`src/cubic_hermite_interpolator_top_defines.svh`:
```
// Assertion helpers used by the top module of this block.
`ifndef CUBIC_HERMITE_INTERPOLATOR_TOP_DEFINES_SVH
`define CUBIC_HERMITE_INTERPOLATOR_TOP_DEFINES_SVH

// Checks that an antecedent implies a consequent in the same cycle.
`define CHI_ASSERT_IMPL(label, ante, cons, msg) \
  label: assert property (@(posedge clk) disable iff (rst) (ante) |-> (cons)) \
    else $error(msg);

// Checks that an antecedent implies a consequent in the next cycle.
`define CHI_ASSERT_NEXT(label, ante, cons, msg) \
  label: assert property (@(posedge clk) disable iff (rst) (ante) |=> (cons)) \
    else $error(msg);

`endif

```
`src/chi_pkg.sv`:
```
package chi_pkg;

  localparam int FracBits = 16;
  localparam int QuoBits = 32 + FracBits;
  localparam int DivCells = QuoBits + 1;

  localparam logic signed [63:0] QMax = 64'sd2147483647;
  localparam logic signed [63:0] QMin = -64'sd2147483648;

  // Data handed from one cell of the chain to the next.
  typedef struct packed {
    logic               live;
    logic               degen;
    logic               neg;
    logic [QuoBits-1:0] num;
    logic [QuoBits-1:0] quo;
    logic [32:0]        rem;
    logic [31:0]        den;
    logic signed [31:0] va;
    logic signed [31:0] vb;
    logic signed [32:0] dt;
    logic signed [31:0] s1;
    logic signed [31:0] s2;
    logic signed [31:0] c3;
    logic signed [31:0] c2;
    logic signed [31:0] x;
    logic signed [31:0] acc;
    logic               sat;
  } chi_token_t;

  function automatic logic signed [31:0] sat32(input logic signed [63:0] v,
                                               output logic flag);
    flag = 1'b0;
    if (v > QMax) begin
      flag = 1'b1;
      sat32 = 32'sh7fffffff;
    end else if (v < QMin) begin
      flag = 1'b1;
      sat32 = 32'sh80000000;
    end else begin
      sat32 = v[31:0];
    end
  endfunction

  // Q product rounded to nearest, ties up; arithmetic shift floors.
  function automatic logic signed [63:0] qmul(input logic signed [31:0] a,
                                               input logic signed [31:0] b);
    logic signed [63:0] p;
    p = 64'(a) * 64'(b);
    p = p + (64'sd1 <<< (FracBits - 1));
    qmul = p >>> FracBits;
  endfunction

endpackage

```
`src/chi_div_cell.sv`:
```
module chi_div_cell (
  input  logic               clk,
  input  logic               rst,
  input  chi_pkg::chi_token_t in_tok,
  output chi_pkg::chi_token_t out_tok
);
  import chi_pkg::*;

  logic [32:0] part;
  logic [33:0] diff;
  chi_token_t  nxt;

  // One restoring division step: bring in the next numerator bit.
  always_comb begin
    nxt = in_tok;
    part = {in_tok.rem[31:0], in_tok.num[QuoBits-1]};
    diff = {1'b0, part} - {2'b00, in_tok.den};
    nxt.num = {in_tok.num[QuoBits-2:0], 1'b0};
    if (!diff[33]) begin
      nxt.rem = diff[32:0];
      nxt.quo = {in_tok.quo[QuoBits-2:0], 1'b1};
    end else begin
      nxt.rem = part;
      nxt.quo = {in_tok.quo[QuoBits-2:0], 1'b0};
    end
  end

  always_ff @(posedge clk) begin
    if (rst) begin
      out_tok <= '0;
    end else begin
      out_tok <= nxt;
    end
  end

endmodule

```
`config.mk`:
```
export PLATFORM = sky130hd
export DESIGN_NAME = chi_div_cell
export DESIGN_NICKNAME = d
export VERILOG_FILES = /design/src/cubic_hermite_interpolator_top_defines.svh /design/src/chi_pkg.sv /design/src/chi_div_cell.sv
export SDC_FILE = /design/constraint.sdc
export NUM_CORES = 1
export LEC_CHECK = 0
export BUFFER_PORTS_ARGS = -buffer_cell sky130_fd_sc_hd__buf_2
export CAP_MARGIN = 10
export CORE_AREA = 3 3 356 358
export CTS_CLUSTER_DIAMETER = 150
export DETAILED_ROUTE_END_ITERATION = 8
export DIE_AREA = 0 0 359 361
export GPL_ROUTABILITY_DRIVEN = 0
export SLEW_MARGIN = 20
export SYNTH_ARGS = -nofsm -noshare
export SYNTH_HDL_FRONTEND = slang
export SYNTH_SLANG_ARGS = --single-unit
```
`constraint.sdc`:
```
create_clock -name clk -period 3 [get_ports clk]
set_clock_uncertainty 0.1 [all_clocks]
set_input_delay 0.6 -clock clk [delete_from_list [all_inputs] [get_ports clk]]
set_output_delay 0.6 -clock clk [all_outputs]
set_load 0.1 [all_outputs]
```
### Yosys cells after proc, flatten, opt, wreduce, memory -nomap -nowiden

Cells that the tools add are included.
W data, S select, Z words.

| operators by class | value |
|---|---|
| muxes and demuxes | 1 |
| $add $sub $neg | 1 |

Operators by type and width:

| cell | number |
|---|---|
| $mux W34 | 1 |
| $sub A33 B32 Y34 | 1 |

| storage, ports and cells | value |
|---|---|
| register bits | 454 |
| input port bits | 456 |
| output and inout bits | 454 |

### Depth between registers and ports, before layout

| depth | value |
|---|---|
| depth after elaboration | 2 |
| gate-level depth with buffers | 14 |
| depth with buffers taken out | 12 |

### Worst setup path before layout

No wires, ideal clock.

| path | value |
|---|---|
| path kind | input to register |
| start | input in_tok[450] (netlist name) |
| end | register out_tok[352] (netlist name) |
| stages on the path | 12 |
| path slack | 0.007 ns |
| data required time | 2.778 ns |
| arrival | 2.771 ns |
| setup time | 0.122 ns |
| cell sequence | inv_1 > ha_1 > inv_1 > fa_1 > a21o_1 > a221oi_2 > o21ai_1 > a31oi_1 > o31ai_1 > a31oi_1 > nor4_1 > a311o_1 |

| between the ends | value |
|---|---|
| cells in the longest elaborated chain, start to end | 2 |

Ends and longest elaborated chain:

| element | RTL line | RTL |
|---|---|---|
| start, declared | chi_div_cell.sv:4 | `input chi_pkg::chi_token_t in_tok,` |
| $sub A33 B32 Y34 | chi_div_cell.sv:17 | `diff = {1'b0, part} - {2'b00, in_tok.den};` |
| $mux W34 | chi_div_cell.sv:19 | `if (!diff[33]) begin` |
| end signal, assigned | chi_div_cell.sv:32 | `out_tok <= nxt;` |
| end, declared | chi_div_cell.sv:5 | `output chi_pkg::chi_token_t out_tok` |

No other way between the ends.
A chain may end at the register's enable or synchronous reset.

### Worst setup path after layout

Same ends and word-level chain as after synthesis.

==> impl_metrics.csv <==
group,metric,value,unit
cells_and_area,biggestRegsByFlops,"out_tok x453",
global_route,grt_usage,13.7,%
clocking,clkSlewWorstSetupHoldPaths,0.06,ns
placement,post_placement_setup_slack,-0.427,ns
global_route,first_pass_grt_wire_length,121000,microns
timing,report.final.setup_viol,0,
drt,detailedRoute.firstPassIterationCount,5,
drt,routed_via_density,3.42,
clocking,tritoncts_clock_tree,"done",
clocking,cts-root-to-sink-buffers,3,
worst_setup_path,setup.worst_path.class,"in -> reg",
cells_and_area,num-nets-final,2937,
pwr,p_total,18.7,mW
timing,timing_hold_violations_final,0,
placement,post_detail_place_hpwl,79100,microns
yosys,synth-async-reset-ratio,0,%
run,timing.max_cap.violations,0,
worst_setup_path,worst_path_largest_cell_delay,0.40,ns
global_route,number_of_antenna_violations_at_the_first_check_in_global_routing,143,
floorplan,coreArea,0.124,sq mm
yosys,synth_top_cells_by_count,"sky130_fd_sc_hd__dfxtp_1, sky130_fd_sc_hd__nor2b_1, sky130_fd_sc_hd__nor2_1, sky130_fd_sc_hd__nand2_1, sky130_fd_sc_hd__clkbuf_1",
yosys,synth_top_flop_cell,"sky130_fd_sc_hd__dfxtp_1",
yosys,synth_top_area_cell,"sky130_fd_sc_hd__dfxtp_1",
floorplan,floorplan.rows,129,
cells_and_area,area_growth,72.0,%
timing,timing.fmax,357,MHz
worst_setup_path,critical_path_peak_fanout,3,
worst_setup_path,worst_path_dominant_cell_family,"compound AO/OA/AOI/OAI gates",
timing,maxSlewViolCount,0,
yosys,number_of_cells_produced_by_synthesis,1335,
floorplan,chipWidth,359,microns
worst_setup_path,critical_path_required,3.43,ns
global_route,global_route.overflow_total,0,
yosys,synth.ff_latch_count,453,
drt,postRouteWirelength,93000,microns
timing,period_needed,2.80,ns
timing,worst_margin_slew,0.778,ns
timing,slew-limit-headroom,48.5,%
worst_setup_path,worst_setup_path_end_kind,"flip-flop",
floorplan,start_util,11.7,%
yosys,synth_most_common_cell,"sky130_fd_sc_hd__dfxtp_1",
yosys,mean_area_per_synthesized_cell,10.8,sq um
worst_hold_path,hold_path.class,"in -> reg",
drt,route.detailed.wl_per_inst,22.3,microns
cells_and_area,largest_register_ffs,453,
drt,detail_route.iter0.violations,861,
pwr,power_per_cell_area,754,mW/mm^2
yosys,syn-num-nets,1824,
yosys,ys_top_cells_by_area,"sky130_fd_sc_hd__dfxtp_1, sky130_fd_sc_hd__nor2b_1, sky130_fd_sc_hd__ha_1",
pwr,power_leakage,11.9,nW
worst_setup_path,timing.critical_path.from_type,"primary input",
timing,final_min_period_over_clock_period,93.5,%
timing,finalWorstSetupSlack,0.196,ns
yosys,yosysUniqueCellTypes,65,
yosys,synth-warning-count,0,
worst_setup_path,timing.critical_path.cells,"buf_2 -> inv_1 -> ha_1 -> inv_1 -> fa_1 -> a21o_1 -> a221oi_2 -> buf_4 -> o21ai_1 -> a31oi_1 -> o31ai_1 -> a31oi_1 -> nor4_1 -> a311o_1",
cells_and_area,postLayoutCellArea,0.0248,sq mm
clocking,clockRootBuffer,"sky130_fd_sc_hd__clkbuf_16",
drt,post_route_drc_violation_count,0,
clocking,cts-buffers-inserted,57,
yosys,synth_top_area_share,62.9,%
timing,whs,0.0692,ns
yosys,synth_enable_flop_cells,0,
cells_and_area,post-route-util,20.1,%
status,result_of_the_run,"finished, final reports clean",
worst_setup_path,critical_path.slowest_cell,"sky130_fd_sc_hd__fa_1",
floorplan,floorplan.io_pins,910,
worst_setup_path,number_of_buffers_and_inverters_on_the_critical_path,4,
clocking,clock_h_tree_levels,2,
global_route,vias_in_the_first_global_route,14002,
global_route,grt_start_max_net_pins,114,
timing,setup_repair_after_global_routing_missed_its_margin,"no",
cells_and_area,fillerInstances,13631,
drt,drtAntennaViolNets,0,
floorplan,die_outline_area,0.130,sq mm
pwr,vdd_ir_drop_max,0.475,mV
cells_and_area,top_register,"out_tok",
drt,num_vias,14245,
clocking,cts_sinks,453,
floorplan,height_of_the_die,361,microns
placement,dpl_cell_area,0.0217,sq mm
worst_setup_path,critical_path_arrival,3.24,ns
yosys,synth.cell_area,0.0144,sq mm
yosys,synth_seq_area_share,62.9,%
placement,port-buffer-count,906,
cells_and_area,drive_above_1_share,45.8,%
-- final cells by class --
| class | instances | area (sq um) | share of cell area [%] |
|---|---|---|---|
| Sequential cell | 453 | 9070 | 36.6 |
| Timing Repair Buffer | 1128 | 6560 | 26.4 |
| Multi-Input combinational cell | 765 | 4840 | 19.5 |
| Tap cell | 1637 | 2050 | 8.26 |
| Clock buffer | 78 | 1660 | 6.68 |
| Clock inverter | 28 | 373 | 1.50 |
| Inverter | 43 | 161 | 0.651 |
| Antenna cell | 39 | 97.6 | 0.393 |
-- metrics by stage --
step	TNS, ns	instances
floorplan	0	1335
global placement	-6.87	3927
detailed placement	-7.77	3927
CTS	0	4132
global route	0	4139
finish	0	4171
-- per-layer routing --
metal	up-vias	share of wire, %	global-route usage [%]
li1	6583	-	-
met3	203	14	8.33
met4	78	5.5	7.05
met2	839	42	20.0
met1	6542	38	15.6
met5	-	0.54	0
-- final timing paths --
kind                         from                 endpoint  slack [ns]  cells past startpoint
worst max-delay path  in_tok[450]  out_tok[352]$_SDFF_PP0_        0.20                     14
worst min-delay path  in_tok[255]  out_tok[255]$_SDFF_PP0_        0.07                      2
-- layout by cell type (no fill, tap or decap), drive strengths merged, types with 3 or more instances in the layout --
cell type    netlist  routed
ha                32      32
xnor2             12      12
a211oi             8       8
buf               23    1029
dfxtp            453     453
inv               43      45
a311o              4       4
clkinvlp           0       5
dlygate4sd3        0      99
o21ai             19      19
nand2             51      51
nor3               8       8
and4               4       4
nor4               4       4
nor2              56      56
and3              11      11
nor3b              3       3
diode              0      39
a21oi             41      41
nand3             26      26
nor2b            389     389
bufinv             0       7
nand4             11      11
o31ai              3       3
clkinv             0      14
or3                3       3
xor2               8       8
or4                4       4
o211ai             6       6
clkbuf            51      78
a21o              18      18
a21boi             4       4
a31oi             11      11
-- cells by family after synthesis --
group	synth area share, %
AO/OA/AOI/OAI	6.21
XOR/XNOR	1.21
adder cells (fa/ha/maj)	2.91
buffers and inverters	3.57
flip-flops	62.9
other	0.0260
AND/OR/NAND/NOR	23.2
-- power by group --
part	switching [mW]	total [mW]	internal, mW
combinational	3.78	4.86	1.08
sequential	0.106	6.49	6.39
clock	2.90	7.37	4.47
-- timing repair --
item	4_1_cts	5_1_grt
hold buffers	99	0
endpoints found under the hold margin	99	0
setup buffers	0	0
setup endpoints to repair	0	0
gates resized for setup	0	0
(Power assumes the default switching activity.)
