[src/cubic_hermite_interpolator_top_defines.svh]
// Assertion helpers used by the top module of this block.
`ifndef CUBIC_HERMITE_INTERPOLATOR_TOP_DEFINES_SVH
`define CUBIC_HERMITE_INTERPOLATOR_TOP_DEFINES_SVH

// Checks that an antecedent implies a consequent in the same cycle.
`define CHI_ASSERT_IMPL(label, ante, cons, msg) \
  label: assert property (@(posedge clk) disable iff (rst) (ante) |-> (cons)) \
    else $error(msg);

// Checks that an antecedent implies a consequent in the next cycle.
`define CHI_ASSERT_NEXT(label, ante, cons, msg) \
  label: assert property (@(posedge clk) disable iff (rst) (ante) |=> (cons)) \
    else $error(msg);

`endif

[src/chi_pkg.sv]
package chi_pkg;

  localparam int FracBits = 16;
  localparam int QuoBits = 32 + FracBits;
  localparam int DivCells = QuoBits + 1;

  localparam logic signed [63:0] QMax = 64'sd2147483647;
  localparam logic signed [63:0] QMin = -64'sd2147483648;

  // Data handed from one cell of the chain to the next.
  typedef struct packed {
    logic               live;
    logic               degen;
    logic               neg;
    logic [QuoBits-1:0] num;
    logic [QuoBits-1:0] quo;
    logic [32:0]        rem;
    logic [31:0]        den;
    logic signed [31:0] va;
    logic signed [31:0] vb;
    logic signed [32:0] dt;
    logic signed [31:0] s1;
    logic signed [31:0] s2;
    logic signed [31:0] c3;
    logic signed [31:0] c2;
    logic signed [31:0] x;
    logic signed [31:0] acc;
    logic               sat;
  } chi_token_t;

  function automatic logic signed [31:0] sat32(input logic signed [63:0] v,
                                               output logic flag);
    flag = 1'b0;
    if (v > QMax) begin
      flag = 1'b1;
      sat32 = 32'sh7fffffff;
    end else if (v < QMin) begin
      flag = 1'b1;
      sat32 = 32'sh80000000;
    end else begin
      sat32 = v[31:0];
    end
  endfunction

  // Q product rounded to nearest, ties up; arithmetic shift floors.
  function automatic logic signed [63:0] qmul(input logic signed [31:0] a,
                                               input logic signed [31:0] b);
    logic signed [63:0] p;
    p = 64'(a) * 64'(b);
    p = p + (64'sd1 <<< (FracBits - 1));
    qmul = p >>> FracBits;
  endfunction

endpackage

[src/chi_horner_cell.sv]
module chi_horner_cell (
  input  logic                clk,
  input  logic                rst,
  input  logic [1:0]          sel,
  input  chi_pkg::chi_token_t in_tok,
  output chi_pkg::chi_token_t out_tok
);
  import chi_pkg::*;

  logic signed [63:0] prod;
  logic signed [31:0] addend;
  logic signed [31:0] sum;
  logic               f;
  chi_token_t         nxt;

  // prod is registered first, then added, as two halves of the cell.
  chi_token_t mid;
  logic signed [63:0] prod_q;

  always_comb begin
    prod = qmul(in_tok.acc, in_tok.x);
  end

  always_ff @(posedge clk) begin
    if (rst) begin
      mid <= '0;
      prod_q <= '0;
    end else begin
      mid <= in_tok;
      prod_q <= prod;
    end
  end

  always_comb begin
    case (sel)
      2'd0:    addend = mid.c2;
      2'd1:    addend = mid.s1;
      default: addend = mid.va;
    endcase
    nxt = mid;
    sum = sat32(prod_q + 64'(addend), f);
    nxt.acc = sum;
    nxt.sat = mid.sat | f;
  end

  always_ff @(posedge clk) begin
    if (rst) begin
      out_tok <= '0;
    end else begin
      out_tok <= nxt;
    end
  end

endmodule

[config.mk]
export PLATFORM = sky130hd
export DESIGN_NAME = chi_horner_cell
export DESIGN_NICKNAME = d
export VERILOG_FILES = /design/src/cubic_hermite_interpolator_top_defines.svh /design/src/chi_pkg.sv /design/src/chi_horner_cell.sv
export SDC_FILE = /design/constraint.sdc
export NUM_CORES = 2
export LEC_CHECK = 0
export BUFFER_PORTS_ARGS = -buffer_cell sky130_fd_sc_hd__buf_2
export CORE_MARGIN = 4
export CORE_UTILIZATION = 50
export CTS_CLUSTER_SIZE = 16
export DETAILED_ROUTE_END_ITERATION = 10
export GPL_TIMING_DRIVEN = 0
export MAX_ROUTING_LAYER = met4
export PLACE_DENSITY = 0.82
export SLEW_MARGIN = 20
export SYNTH_ARGS = -nofsm -noshare
export SYNTH_HDL_FRONTEND = slang
export SYNTH_SLANG_ARGS = --single-unit
export TNS_END_PERCENT = 100
[constraint.sdc]
create_clock -name clk -period 13.35 [get_ports clk]
set_input_delay 2.67 -clock clk [delete_from_list [all_inputs] [get_ports clk]]
set_output_delay 2.67 -clock clk [all_outputs]
set_load 0.03 [all_outputs]
Word level (Yosys, flattened, before mapping)
Cells that the tools add are included.
W data, S select, Z words.
{"block": "op_classes", "n_div": 0, "shift": 0, "mux": 5, "reduce_logical": 2, "magnitude_cmp": 2, "bitwise_logic": 1, "addsub": 2, "n_eq_ne": 1, "multipliers": 1}
{"operator": "$add A64 B17 Y64 const B", "count": 1}
{"operator": "$mul A32 B32 Y64", "count": 1}
{"operator": "$pmux W32 S2", "count": 1}
{"operator": "$add A48 B32 Y49", "count": 1}
{"operator": "$gt A49 B32 Y1 const B", "count": 1}
{"operator": "$lt A49 B32 Y1 const B", "count": 1}
{"operator": "$mux W32", "count": 1}
{"operator": "$mux W31", "count": 1}
{"operator": "$eq A2 B1 Y1 const B", "count": 1}
{"operator": "$logic_not A2 Y1", "count": 1}
{"operator": "$mux W1", "count": 2}
{"operator": "$reduce_or A2 Y1", "count": 1}
{"operator": "$or A1 B1 Y1", "count": 1}
{"block": "word_totals", "ff_bits": 924, "latchBits": 0, "mem_count": 0, "ramBits": 0, "wordCells": 49, "in_bits": 458, "romBits": 0}

Logic depth before layout (Yosys ltp)
{"block": "logic_depth", "word_depth": 7, "depth_mapped": 29, "mapped_depth_nobuf": 27}

Worst setup path before layout
OpenSTA, ideal clock, no wires.
{"block": "synth_path", "kind": "input to register", "start": "in in_tok[32] (netlist name)", "end": "reg, netlist name prod_q[47]", "path_buffers": 1, "arrival_ns": 9.995, "setup_slack_ns": 3.228, "stages": 28, "setup_time_ns": 0.128, "cell_sequence": "clkbuf_1 -> nand2_1 -> inv_1 -> fa_1 -> inv_1 -> fa_1 -> inv_1 -> fa_1 -> fa_1 -> inv_1 -> fa_1 -> inv_1 -> fa_1 -> inv_1 -> fa_1 -> inv_1 -> fa_1 -> ha_1 -> a21oi_1 -> o21ai_0 -> a221o_1 -> a21oi_1 -> o21ai_0 -> a221o_1 -> a41oi_1 -> o21bai_1 -> xnor2_1 -> nor2_1"}
{"block": "synth_via", "elab_chain_len": 2}
{"item": "from (decl)", "line_no": "chi_horner_cell.sv:5", "text": "input chi_pkg::chi_token_t in_tok,"}
{"item": "$mul A32 B32 Y64", "line_no": "chi_pkg.sv:49", "text": "p = 64'(a) * 64'(b);"}
{"item": "$add A64 B17 Y64", "line_no": "chi_pkg.sv:50", "text": "p = p + (64'sd1 <<< (FracBits - 1));"}
No other way between the ends.
A chain may end at the register's enable or synchronous reset.

Worst setup path in the final report
{"block": "layout_path", "start": "in in_tok[38] (netlist name)", "end": "reg, netlist name prod_q[47]"}
{"block": "layout_via", "elab_chain_len": 2}
{"item": "$mul A32 B32 Y64", "line_no": "chi_pkg.sv:49"}
{"item": "$add A64 B17 Y64", "line_no": "chi_pkg.sv:50"}
No other way between the ends.

==> results.sh <==
export IMPL_cts_hold_buf=0
export IMPL_critPathMaxFanout=10
export IMPL_slew_violations=0
export IMPL_synth_nets=8065
export IMPL_setup_tns_ps=0
export IMPL_seq_area_frac_synth_pct=28.9
export IMPL_pin_count=912
export IMPL_drt_first_iter_violations=6220
export IMPL_cpMaxStageDelayCell="fa_1"
export IMPL_cts_root_buf="clkbuf_16"
export IMPL_die_area_um2=134000
export IMPL_core_rowCount=130
export IMPL_cts_tree="built"
export IMPL_fmax_mhz=82.9
export IMPL_cts_max_level=3
export IMPL_grt_max_degree=26
export IMPL_gp_congestion=1.09
export IMPL_drive_gt1_share_pct=15.4
export IMPL_endpoint_kind="register"
export IMPL_synth_ff_type="dfxtp_1"
export IMPL_slew_headroom_pct=12.1
export IMPL_syn_area_per_cell_um2=10.1
export IMPL_die_width_um=366
export IMPL_hp_class="register to register"
export IMPL_min_period_ps=12060
export IMPL_synth_area_um2=63900
export IMPL_critical_path_class="primary input to register"
export IMPL_cts_resized=0
export IMPL_setup_viol=0
export IMPL_worstMarginPinSlew_ps=1320
export IMPL_final_common_cell="fa_1"
export IMPL_nets=9071
export IMPL_route_detailed_drc=0
export IMPL_max_cap_violations=0
export IMPL_drt_pass1_iter_count=7
export IMPL_status="complete, no violations"
export IMPL_setup_ws_ps=1290
export IMPL_cts_setup_buffers=0
export IMPL_max_clock_path_buffers=3
export IMPL_core_area_um2=126000
export IMPL_cp_start_kind="primary input"
export IMPL_cts_sinks=924
export IMPL_vias=51400
export IMPL_wl_per_cell_um=34.5
export IMPL_async_flop_share_pct=0
export IMPL_rsz0062_at_grt="false"
export IMPL_nFillCells=11100
export IMPL_start_util_pct=50.6
export IMPL_ys_types=76
export IMPL_grt_ovfl_total=0
export IMPL_ys_ff_latch=924
export IMPL_hold_violations=0
export IMPL_totalWireLength_mm=316
export IMPL_final_cell_mix="fa_1, inv_1, dfxtp_1"
export IMPL_register_area_um2=18500
export IMPL_skew_ps=42.5
export IMPL_cts_made_buffers=90
export IMPL_fin_crit_sh_pct=90.3
export IMPL_critPathArrivalTime_ps=12610
export IMPL_crit_top_cell="fa_1"
export IMPL_syn_inst=6299
export IMPL_grt_pass1_vias=51900
export IMPL_synth_edf_count=0
export IMPL_multi_input_area_um2=40400
export IMPL_dpl_hpwl_mm=262
export IMPL_clock_latency_ps=760
export IMPL_grt_usage_pct=48.8
export IMPL_clk_pin_slew_worst_paths_ps=70
export IMPL_required_ps=13900
export IMPL_port_buffers=908
export IMPL_yosysWarningCount=0
export IMPL_viasPerCell=5.61
export IMPL_slowest_delay_ps=970
export IMPL_antenna_found_initial=110
export IMPL_dp_slack_ps=773
export IMPL_fp_dieH_um=366
export IMPL_synthToLayoutAreaGrowth_pct=16.1
export IMPL_grt_pass1_wl_mm=424
export IMPL_ant_nets=0
## final timing paths
check / from / to / slack, ps / cells past startpoint
worst max register to register: mid[65]$_SDFF_PP0_ / out_tok[8]$_SDFF_PP0_ / 7350 / 17
worst min-delay path: mid[451]$_SDFF_PP0_ / out_tok[451]$_SDFF_PP0_ / 420 / 1
worst max-delay path: in_tok[38] / prod_q[47]$_SDFF_PP0_ / 1290 / 29
worst min register to register: mid[451]$_SDFF_PP0_ / out_tok[451]$_SDFF_PP0_ / 420 / 1
## state kept, by name, summed over array words and instances, names as in the netlist
register,cells
out_tok,454
mid,422
prod_q,48
## per-stage QoR
step	cells	utilization (%)	hold WS, ps	cell area (µm²)
floorplan	6299	-	414	63900
global placement	8857	55.9	417	70500
detailed placement	8862	56.0	425	70600
CTS	9025	58.5	423	73800
global route	9126	58.7	448	74100
finish	9167	58.8	419	74200
## cells in the mapped netlist, types with 4 or more instances
cell type | instances | area (µm²)
xnor2_1 | 62 | 543
nand3_1 | 25 | 125
and4_1 | 6 | 52.6
nor3_1 | 23 | 115
nor2b_1 | 849 | 5310
or3_1 | 5 | 31.3
o21ai_0 | 87 | 435
buf_4 | 5 | 37.5
a31o_2 | 4 | 35.0
and2_1 | 498 | 3120
fa_1 | 1083 | 21700
nand2_1 | 612 | 2300
dfxtp_1 | 924 | 18500
nor4_1 | 7 | 43.8
buf_2 | 8 | 40.0
o31ai_1 | 4 | 30.0
o211ai_1 | 5 | 37.5
clkbuf_1 | 316 | 1190
a211oi_1 | 11 | 82.6
a221oi_1 | 5 | 43.8
inv_1 | 980 | 3680
ha_1 | 225 | 2820
o21a_1 | 18 | 135
buf_6 | 5 | 56.3
and3_1 | 13 | 81.3
mux2i_1 | 33 | 330
xor2_1 | 38 | 333
nor2_1 | 121 | 454
nand2b_1 | 18 | 113
o21bai_1 | 13 | 97.6
o21ai_1 | 7 | 35.0
a21oi_1 | 108 | 541
a21o_1 | 81 | 608
nand4_1 | 24 | 150
a211o_1 | 5 | 43.8
a21boi_0 | 5 | 37.5
a31oi_1 | 7 | 43.8
## worst max-delay path, delay by kind of cell
| family | cells | cell delay (ps) |
|---|---|---|
| AND/OR/NAND/NOR | 2 | 470 |
| XOR/XNOR | 1 | 220 |
| AO/OA/AOI/OAI | 8 | 1840 |
| adder cells (fa/ha/maj) | 9 | 4900 |
| buffers and inverters | 9 | 2470 |
## final cells by class
| cell class | count | area share (%) |
|---|---|---|
| inverters | 980 | 4.96 |
| repair buffers | 914 | 6.26 |
| plain buffers | 337 | 1.82 |
| clock inverters | 46 | 0.996 |
| multi-input cells | 4058 | 54.5 |
| diodes | 141 | 0.475 |
| clock buffers | 117 | 3.32 |
| flip-flops and latches | 924 | 24.9 |
| well taps | 1650 | 2.78 |
## logic make-up (layout without fill, tap and decap cells)
family,count (synthesis),after routing,synth area share (%)
xor+xnor,100,100,1.37
flops,924,924,28.9
mux,36,36,0.570
simple gates,2218,2218,18.9
buf+inv,1317,2394,7.84
compound gates,396,396,4.05
fa+ha+maj,1308,1308,38.3
other cells,0,141,0
## per-layer routing
| layer | vias up | share of wire [%] | track usage [%] | routed length [µm] |
|---|---|---|---|---|
| met1 | 26100 | 36 | 57.4 | 115000 |
| met2 | 3498 | 41 | 66.1 | 131000 |
| met4 | 0 | 9.8 | 38.0 | 31100 |
| met3 | 964 | 12 | 19.9 | 39300 |
| met5 | - | 0 | - | 0 |
| li1 | 20900 | - | - | - |
Power is left out: the tool's default activity adds up to more than one toggle a clock period on the data nets, which glitch-free logic cannot reach.
